$ cat src/rtl/i2c_master_byte_writer_macros.svh
// Assertion macros shared by the I2C master byte writer RTL.
// Depends on nothing; the including module supplies clk and rst.
`ifndef I2C_MASTER_BYTE_WRITER_MACROS_SVH
`define I2C_MASTER_BYTE_WRITER_MACROS_SVH

// Same-cycle implication, checked outside reset.
`define I2CMW_ASSERT_NOW(label, pre, post, msg) \
  label: assert property (@(posedge clk) disable iff (rst) (pre) |-> (post)) else $error(msg);

// Next-cycle implication, checked outside reset.
`define I2CMW_ASSERT_NEXT(label, pre, post, msg) \
  label: assert property (@(posedge clk) disable iff (rst) (pre) |=> (post)) else $error(msg);

`endif

$ cat src/rtl/i2cmw_pkg.sv
// Package for the I2C master byte writer: widths, opcodes, register
// indexes, reset values and the timer clamp function. Depends on nothing.
package i2cmw_pkg;

  localparam int TIMER_WIDTH = 16;
  localparam int CountWidth  = TIMER_WIDTH + 1;
  localparam int RegWidth    = 16;
  localparam int CmpWidth    = 33;
  localparam int BitIdxWidth = 4;

  localparam logic [CmpWidth-1:0] TimerMax = (CmpWidth'(1) << TIMER_WIDTH) - CmpWidth'(1);

  typedef logic [1:0]          opcode_t;
  typedef logic [1:0]          reg_index_t;
  typedef logic [RegWidth-1:0] reg_value_t;
  typedef logic [CountWidth-1:0] count_t;

  localparam opcode_t OP_NONE  = 2'd0;
  localparam opcode_t OP_START = 2'd1;
  localparam opcode_t OP_WRITE = 2'd2;
  localparam opcode_t OP_STOP  = 2'd3;

  localparam reg_index_t REG_EDGE_GAP = 2'd0;
  localparam reg_index_t REG_IDLE_GAP = 2'd1;
  localparam reg_index_t REG_HALF_BIT = 2'd2;

  localparam reg_value_t EDGE_GAP_RESET = 16'd8;
  localparam reg_value_t IDLE_GAP_RESET = 16'd16;
  localparam reg_value_t HALF_BIT_RESET = 16'd4;

  localparam logic [BitIdxWidth-1:0] LAST_BIT_INDEX = 4'd8;

  typedef struct packed {
    logic scl_pull_low;
    logic sda_pull_low;
    logic ready_res;
    logic done_res;
    logic acked;
  } result_t;

  // Limits a register value to the timer range, with an optional floor of one.
  function automatic count_t clamp_target(input reg_value_t v, input logic min_one);
    logic [CmpWidth-1:0] w;
    w = CmpWidth'(v);
    if (w > TimerMax) begin
      w = TimerMax;
    end
    if (min_one && (w == '0)) begin
      w = CmpWidth'(1);
    end
    return CountWidth'(w);
  endfunction

endpackage

$ cat src/rtl/i2c_master_byte_writer.sv
// I2C master byte writer top level: bus sequencer, configuration registers
// and a two-entry output buffer. Depends on i2cmw_pkg and the macros header.
//
// Usage: every input item is one time tick carrying an opcode (none, start
// with address, write byte, stop), a data byte and the sampled SCL and SDA
// levels. Each accepted item produces exactly one result item: the SCL and
// SDA pull-low drives, ready_res (idle, the next item may carry a command),
// a one-item done_res pulse on completion and acked, valid with done_res.
// Commands arriving while busy are ignored.
// The result of an accepted item is registered into the output register;
// throughput is one item per cycle while in_ready is high, set by the
// single register stage around the sequencer's next-state logic.
// When the receiver stalls, one further item is taken into a skid register
// and in_ready then falls until the receiver drains it; no item is lost.
// Configuration writes take effect at once; the user must make them while
// idle, as the block does not enforce it. Reset idles the sequencer with
// both lines released, restores reset values and empties the output buffer.
`include "i2c_master_byte_writer_macros.svh"

module i2c_master_byte_writer (
  input  logic                 clk,
  input  logic                 rst,
  input  logic                 in_valid,
  output logic                 in_ready,
  input  i2cmw_pkg::opcode_t   opcode,
  input  logic [7:0]           data_byte,
  input  logic                 scl_line,
  input  logic                 sda_line,
  output logic                 out_valid,
  input  logic                 out_ready,
  output logic                 scl_pull_low,
  output logic                 sda_pull_low,
  output logic                 ready_res,
  output logic                 done_res,
  output logic                 acked,
  input  logic                 cfg_write,
  input  i2cmw_pkg::reg_index_t cfg_index,
  input  i2cmw_pkg::reg_value_t cfg_data
);
  import i2cmw_pkg::*;

  typedef enum logic [2:0] {
    PH_IDLE,
    PH_START_GAP,
    PH_BIT_LOW,
    PH_BIT_HIGH,
    PH_STOP_SDA,
    PH_STOP_SCL,
    PH_STOP_IDLE
  } phase_t;

  reg_value_t edge_gap_ticks, idle_gap_ticks, half_bit_ticks;

  phase_t                 phase, phase_next;
  opcode_t                command_kind, command_kind_next;
  logic [7:0]             shift_byte, shift_byte_next;
  logic [BitIdxWidth-1:0] bit_index, bit_index_next;
  count_t                 wait_count, wait_count_next;
  logic                   scl_drive, scl_drive_next;
  logic                   sda_drive, sda_drive_next;
  logic                   ack_flag, ack_flag_next;
  logic                   done_next;

  count_t  gap_count, edge_target, idle_target, half_target, high_target;
  result_t result_next;
  result_t out_res, skid_res;
  logic    skid_valid;
  logic    in_accept;

  assign in_ready  = !skid_valid;
  assign in_accept = in_valid && in_ready;

  assign edge_target = clamp_target(edge_gap_ticks, 1'b1);
  assign idle_target = clamp_target(idle_gap_ticks, 1'b1);
  assign half_target = clamp_target(half_bit_ticks, 1'b0);
  assign high_target = clamp_target(half_bit_ticks, 1'b1);
  assign gap_count   = (CmpWidth'(wait_count) < TimerMax) ? wait_count + count_t'(1) : wait_count;

  always_comb begin
    phase_next        = phase;
    command_kind_next = command_kind;
    shift_byte_next   = shift_byte;
    bit_index_next    = bit_index;
    wait_count_next   = wait_count;
    scl_drive_next    = scl_drive;
    sda_drive_next    = sda_drive;
    ack_flag_next     = ack_flag;
    done_next         = 1'b0;
    unique case (phase)
      PH_IDLE: begin
        if (opcode != OP_NONE) begin
          command_kind_next = opcode;
          wait_count_next   = '0;
          bit_index_next    = '0;
          unique case (opcode)
            OP_START: begin
              shift_byte_next = data_byte;
              sda_drive_next  = 1'b1;
              phase_next      = PH_START_GAP;
            end
            OP_WRITE: begin
              shift_byte_next = data_byte;
              scl_drive_next  = 1'b1;
              phase_next      = PH_BIT_LOW;
            end
            default: begin
              sda_drive_next = 1'b1;
              ack_flag_next  = 1'b0;
              phase_next     = PH_STOP_SDA;
            end
          endcase
        end
      end
      PH_START_GAP: begin
        if (gap_count >= edge_target) begin
          wait_count_next = '0;
          scl_drive_next  = 1'b1;
          phase_next      = PH_BIT_LOW;
        end else begin
          wait_count_next = gap_count;
        end
      end
      PH_BIT_LOW: begin
        if (wait_count > half_target) begin
          if (bit_index >= LAST_BIT_INDEX) begin
            ack_flag_next = !sda_line;
          end
          scl_drive_next  = 1'b0;
          wait_count_next = '0;
          phase_next      = PH_BIT_HIGH;
        end else begin
          if (bit_index >= LAST_BIT_INDEX) begin
            sda_drive_next = 1'b0;
          end else begin
            sda_drive_next = !shift_byte[7];
          end
          wait_count_next = wait_count + count_t'(1);
        end
      end
      PH_BIT_HIGH: begin
        if (scl_line) begin
          if (wait_count + count_t'(1) >= high_target) begin
            scl_drive_next  = 1'b1;
            wait_count_next = '0;
            if (bit_index >= LAST_BIT_INDEX) begin
              bit_index_next = '0;
              done_next      = 1'b1;
              phase_next     = PH_IDLE;
            end else begin
              shift_byte_next = {shift_byte[6:0], 1'b0};
              bit_index_next  = bit_index + BitIdxWidth'(1);
              phase_next      = PH_BIT_LOW;
            end
          end else begin
            wait_count_next = wait_count + count_t'(1);
          end
        end
      end
      PH_STOP_SDA: begin
        if (gap_count >= edge_target) begin
          wait_count_next = '0;
          scl_drive_next  = 1'b0;
          phase_next      = PH_STOP_SCL;
        end else begin
          wait_count_next = gap_count;
        end
      end
      PH_STOP_SCL: begin
        if (gap_count >= edge_target) begin
          wait_count_next = '0;
          sda_drive_next  = 1'b0;
          phase_next      = PH_STOP_IDLE;
        end else begin
          wait_count_next = gap_count;
        end
      end
      PH_STOP_IDLE: begin
        if (gap_count >= idle_target) begin
          wait_count_next = '0;
          done_next       = 1'b1;
          phase_next      = PH_IDLE;
        end else begin
          wait_count_next = gap_count;
        end
      end
      default: begin
        phase_next      = PH_IDLE;
        wait_count_next = '0;
      end
    endcase
  end

  always_comb begin
    result_next.scl_pull_low = scl_drive_next;
    result_next.sda_pull_low = sda_drive_next;
    result_next.ready_res    = (phase_next == PH_IDLE);
    result_next.done_res     = done_next;
    result_next.acked        = done_next && ack_flag_next;
  end

  always_ff @(posedge clk) begin
    if (rst) begin
      phase        <= PH_IDLE;
      command_kind <= OP_NONE;
      shift_byte   <= '0;
      bit_index    <= '0;
      wait_count   <= '0;
      scl_drive    <= 1'b0;
      sda_drive    <= 1'b0;
      ack_flag     <= 1'b0;
    end else if (in_accept) begin
      phase        <= phase_next;
      command_kind <= command_kind_next;
      shift_byte   <= shift_byte_next;
      bit_index    <= bit_index_next;
      wait_count   <= wait_count_next;
      scl_drive    <= scl_drive_next;
      sda_drive    <= sda_drive_next;
      ack_flag     <= ack_flag_next;
    end
  end

  always_ff @(posedge clk) begin
    if (rst) begin
      edge_gap_ticks <= EDGE_GAP_RESET;
      idle_gap_ticks <= IDLE_GAP_RESET;
      half_bit_ticks <= HALF_BIT_RESET;
    end else if (cfg_write) begin
      unique case (cfg_index)
        REG_EDGE_GAP: edge_gap_ticks <= cfg_data;
        REG_IDLE_GAP: idle_gap_ticks <= cfg_data;
        REG_HALF_BIT: half_bit_ticks <= cfg_data;
        default: begin
        end
      endcase
    end
  end

  // Output register with one skid entry behind it.
  always_ff @(posedge clk) begin
    if (rst) begin
      out_valid  <= 1'b0;
      skid_valid <= 1'b0;
    end else if (in_accept) begin
      if (!out_valid || out_ready) begin
        out_valid <= 1'b1;
      end else begin
        skid_valid <= 1'b1;
      end
    end else if (out_valid && out_ready) begin
      if (skid_valid) begin
        skid_valid <= 1'b0;
      end else begin
        out_valid <= 1'b0;
      end
    end
  end

  always_ff @(posedge clk) begin
    if (in_accept) begin
      if (!out_valid || out_ready) begin
        out_res <= result_next;
      end else begin
        skid_res <= result_next;
      end
    end else if (out_valid && out_ready && skid_valid) begin
      out_res <= skid_res;
    end
  end

  assign scl_pull_low = out_res.scl_pull_low;
  assign sda_pull_low = out_res.sda_pull_low;
  assign ready_res    = out_res.ready_res;
  assign done_res     = out_res.done_res;
  assign acked        = out_res.acked;

  `I2CMW_ASSERT_NOW(a_skid_behind_out, skid_valid, out_valid, "skid entry held with output empty")
  `I2CMW_ASSERT_NOW(a_done_ends_idle, out_valid && done_res, ready_res, "done without idle")
  `I2CMW_ASSERT_NOW(a_ack_with_done, out_valid && acked, done_res, "ack reported without done")
  `I2CMW_ASSERT_NEXT(a_stall_fills_skid, in_accept && out_valid && !out_ready, skid_valid,
    "item taken during stall not held in skid")
  `I2CMW_ASSERT_NOW(a_bit_index_range, 1'b1, bit_index <= LAST_BIT_INDEX,
    "bit index beyond the acknowledge bit")

endmodule
$ cat config.mk
export PLATFORM = sky130hd
export DESIGN_NAME = i2c_master_byte_writer
export DESIGN_NICKNAME = d
export VERILOG_FILES = /design/src/rtl/i2cmw_pkg.sv /design/src/rtl/i2c_master_byte_writer.sv
export VERILOG_INCLUDE_DIRS = /design/src /design/src/rtl
export SDC_FILE = /design/constraint.sdc
export NUM_CORES = 1
export LEC_CHECK = 0
export BUFFER_PORTS_ARGS = -buffer_cell sky130_fd_sc_hd__buf_2
export CAP_MARGIN = 40
export CORE_MARGIN = 2
export CORE_UTILIZATION = 25
export DETAILED_ROUTE_END_ITERATION = 8
export SLEW_MARGIN = 10
export SYNTH_ARGS = -nofsm -noshare
export SYNTH_HDL_FRONTEND = slang
export SYNTH_SLANG_ARGS = --single-unit
$ cat constraint.sdc
create_clock -name clk -period 5.4 [get_ports clk]
set_input_delay 0.27 -clock clk [delete_from_list [all_inputs] [get_ports clk]]
set_output_delay 0.27 -clock clk [all_outputs]
set_load 0.05 [all_outputs]
==> results.sh <==
export IMPL_drt_first_iter_violations=445
export IMPL_critical_path_arrival_ns=5.19
export IMPL_route_vias_total=5954
export IMPL_grt_start_max_net_pins=74
export IMPL_cts_htree_levels=3
export IMPL_clock_latency_ns=0.36
export IMPL_cell_with_the_most_instances_after_synthesis="sky130_fd_sc_hd__nand2_1"
export IMPL_cts_hold_fix_buffers=0
export IMPL_hold_violations=0
export IMPL_reg2regPathDepth=18
export IMPL_reg2reg_from="wait_count[0]"
export IMPL_synth_cell_type_count=70
export IMPL_gpl_wtd_cong=0.934
export IMPL_resized_gates_after_cts=0
export IMPL_critical_path_cell_chain="nand3_2 > or4_4 > nor3_2 > nand2_1 > nand2_1 > nor2_1 > xnor2_1 > inv_1 > ha_1 > a211oi_1 > nor2_1 > o31a_1 > o2111ai_1 > and4b_4 > o2bb2a_4 > a21oi_1 > nand2_1 > o31ai_1"
export IMPL_avgRoutedWirePerCell_um=14.8
export IMPL_worst_ir_drop_vdd_mv=0.174
export IMPL_number_of_cells_on_the_critical_path=18
export IMPL_slowest_delay_ns=0.59
export IMPL_flip_flop_cell_with_the_highest_count_after_synthesis="sky130_fd_sc_hd__dfxtp_1"
export IMPL_chipHeight_um=166
export IMPL_share_comb_of_total_power=0.158
export IMPL_floorplan_initialDensity=0.253
export IMPL_cts_sinks=95
export IMPL_mappedNetlistNets=963
export IMPL_via_count_of_the_first_global_routing_pass=5612
export IMPL_synth_warnings=0
export IMPL_top_level_ports=42
export IMPL_synth_largest_area_cell="sky130_fd_sc_hd__dfxtp_1"
export IMPL_internal_power_uw=1160
export IMPL_fin_worst_skew_ns=0.0121
export IMPL_grt_overflow_total=0
export IMPL_worst_slew_pin_slew_ns=0.873
export IMPL_wire_length_of_the_first_global_routing_pass_mm=29.0
export IMPL_ff_latch_area_mm2=0.00200
export IMPL_vias_per_cell=4.88
export IMPL_synth_edff_count=10
export IMPL_reg2reg_slack_ns=0.48
export IMPL_multi_input_comb_area_mm2=0.00405
export IMPL_cts_buffer_depth=2
export IMPL_asyncSetResetFlopFracSynth=0
export IMPL_drt_antenna_violating_nets=0
export IMPL_grt_setup_unrepaired="no"
export IMPL_drv_cap=0
export IMPL_syn_instance_count=859
export IMPL_antenna_cells=0
export IMPL_critical_path_class="reg2reg"
export IMPL_seq_power_share=0.466
export IMPL_outcome="finished clean"
export IMPL_critical_path_slowest_cell="sky130_fd_sc_hd__or4_4"
export IMPL_ys_top_cells_by_count="sky130_fd_sc_hd__nand2_1, sky130_fd_sc_hd__a21oi_1, sky130_fd_sc_hd__dfxtp_1, sky130_fd_sc_hd__inv_1, sky130_fd_sc_hd__ha_1"
export IMPL_period_needed_ns=4.92
export IMPL_ctsRootBufferMaster="sky130_fd_sc_hd__clkbuf_16"
export IMPL_switching_power_uw=497
export IMPL_setup_violations_final=0
export IMPL_fillCellCount=2743
export IMPL_timing_critical_path_from="wait_count[0]"
export IMPL_max_freq_ghz=0.203
export IMPL_ys_seq_area_frac=0.305
export IMPL_hpwl_mm=14.1
export IMPL_rows=59
export IMPL_timing_critical_path_mode_cell="sky130_fd_sc_hd__nand2_1"
export IMPL_syn_area_per_cell_um2=7.63
export IMPL_ys_top_cells_by_area="sky130_fd_sc_hd__dfxtp_1, sky130_fd_sc_hd__ha_1, sky130_fd_sc_hd__nand2_1"
export IMPL_drt_pass1_iterations=6
export IMPL_core_area_mm2=0.0259
export IMPL_port_buffer_count=41
export IMPL_netlist_area_leader_share=0.260
export IMPL_crit_fanout=12
export IMPL_place_detailed_instances=1205
export IMPL_final_layout_size_suffix_gt1_frac=0.100
export IMPL_cts_setup_buffers=0
export IMPL_route_detailed_drc=0
export IMPL_design_area_mm2=0.00736
export IMPL_power_leakage_uw=0.00299
export IMPL_die_x_extent_um=166
export IMPL_placed_cell_area_mm2=0.00708
export IMPL_sw_share=0.300
export IMPL_clock_tree_from_tritoncts="done"
export IMPL_nNetsFinal=985
export IMPL_power_per_cell_area_mw_per_mm2=225
export IMPL_clkSlewWorstSetupHoldPaths_ns=0.08
export IMPL_power_share_clock=0.375
export IMPL_worst_setup_path_endpoint="wait_count[4]"
export IMPL_timing_final_crit_share=0.912
export IMPL_numCtsBuffers=9
export IMPL_required_ns=5.67
export IMPL_setup_total_negative_slack_ns=0
export IMPL_grt_antenna_before_repair=0
export IMPL_path_buf_inv=1
export IMPL_worst_setup_path_start_kind="flip-flop"
export IMPL_flow_area_growth_from_synthesis_pct=12.3
export IMPL_die_area_mm2=0.0275
export IMPL_kind_of_path_behind_the_tightest_hold_check="in2reg"
export IMPL_ys_ff_latch=95
export IMPL_regToRegEndpoint="wait_count[4]"
export IMPL_syn_cell_area_mm2=0.00655
export IMPL_critPathCaptureType="flip-flop"
export IMPL_critical_path_top_delay_family="simple AND/OR/NAND/NOR gates"
export IMPL_finalWirelength_mm=18.1
export IMPL_timing_final_max_slew_violations=0
export IMPL_instances_no_fill=1221
export IMPL_total_routing_usage_reported_by_global_routing=0.130
export IMPL_slew_headroom=0.418
## cell usage in the layout (no fill, tap or decap), types with 3 or more instances in the layout
cell type,n
sky130_fd_sc_hd__a31oi_1,4
sky130_fd_sc_hd__xnor2_1,22
sky130_fd_sc_hd__nand2_1,161
sky130_fd_sc_hd__o211ai_1,6
sky130_fd_sc_hd__a21boi_0,5
sky130_fd_sc_hd__dfxtp_1,85
sky130_fd_sc_hd__a21o_1,5
sky130_fd_sc_hd__ha_1,69
sky130_fd_sc_hd__nor2b_1,5
sky130_fd_sc_hd__buf_4,11
sky130_fd_sc_hd__inv_6,3
sky130_fd_sc_hd__a22oi_1,3
sky130_fd_sc_hd__nand2b_1,12
sky130_fd_sc_hd__o221ai_1,5
sky130_fd_sc_hd__nand4_1,15
sky130_fd_sc_hd__o21ai_1,7
sky130_fd_sc_hd__clkbuf_16,9
sky130_fd_sc_hd__nor3_1,18
sky130_fd_sc_hd__a211o_1,6
sky130_fd_sc_hd__a22o_1,5
sky130_fd_sc_hd__a211oi_1,10
sky130_fd_sc_hd__edfxtp_1,10
sky130_fd_sc_hd__nand3b_1,3
sky130_fd_sc_hd__o21ai_0,20
sky130_fd_sc_hd__or2_2,4
sky130_fd_sc_hd__buf_2,41
sky130_fd_sc_hd__nand3_1,19
sky130_fd_sc_hd__a41o_1,3
sky130_fd_sc_hd__o22ai_1,4
sky130_fd_sc_hd__inv_1,85
sky130_fd_sc_hd__o31ai_1,7
sky130_fd_sc_hd__nor2_1,60
sky130_fd_sc_hd__xor2_1,6
sky130_fd_sc_hd__a21oi_1,87
sky130_fd_sc_hd__mux2i_1,12
sky130_fd_sc_hd__nor4_1,11
## worst min-delay path by stage
stage / from / end / cells past startpoint
2_1_floorplan: out_ready / skid_valid / 1
3_3_place_gp: idle_gap_ticks[5] / idle_gap_ticks[5] / 2
3_5_place_dp: idle_gap_ticks[13] / idle_gap_ticks[13] / 2
4_1_cts: out_ready / skid_valid / 2
5_1_grt: out_ready / skid_valid / 2
6_report: out_ready / skid_valid / 2
## sequential cells by signal (all words and copies together), names as in the netlist, 3 cells and up
signal          count
wait_count         17
bit_index           4
shift_byte          8
idle_gap_ticks     16
phase               3
skid_res            5
edge_gap_ticks     16
half_bit_ticks     16
## power by group through the flow
stage / registers (µW) / logic, µW / clock network (µW)
after floorplan: 790 / 176 / 0
after global placement: 787 / 257 / 0
after detailed placement: 787 / 258 / 0
after CTS: 771 / 260 / 631
after global routing: 776 / 290 / 658
final: 771 / 262 / 621
## metrics by stage
| stage | utilization | power, µW | worst slack (ns) | hold slack (ns) |
|---|---|---|---|---|
| floorplan | - | 967 | 1.28 | 0.372 |
| global placement | 0.273 | 1040 | 0.725 | 0.462 |
| detailed placement | 0.273 | 1050 | 0.592 | 0.465 |
| CTS | 0.284 | 1660 | 0.538 | 0.107 |
| global route | 0.284 | 1720 | 0.129 | 0.109 |
| finish | 0.284 | 1650 | 0.477 | 0.115 |
## worst register-to-register path: cells and delay by family, from the launching register on
family	cells	cell delay [ns]
AOI/OAI and AO/OA	6	1.64
xor gates and xnor gates	1	0.22
adders and majority gates	1	0.31
and+or+nand+nor	9	2.06
buffers and inverters	1	0.11
DFF	1	0.51
## kinds of logic after synthesis
family          Yosys count  synth area share
simple gates            332             0.237
buf+inv                 126            0.0767
flops                    95             0.305
compound gates          196             0.191
mux                      13            0.0200
fa+ha+maj                69             0.132
xor+xnor                 28            0.0374
## final cells by class
cell class | count | share of cell area
multi-input cells | 638 | 0.551
flip-flops and latches | 95 | 0.272
well taps | 335 | 0.0569
inverters | 85 | 0.0433
repair buffers | 52 | 0.0391
clock buffers | 10 | 0.0311
clock inverters | 6 | 0.00680
## layer usage
metal  routed length, µm  vias up  global-route usage
li1                    -     3018                   -
met5                   0        -                   0
met4                 505        0              0.0454
met3                 850       31              0.0250
met1                8310     2754               0.170
met2                8450      151               0.213
No activity file was read; power rests on OpenSTA's default activity.
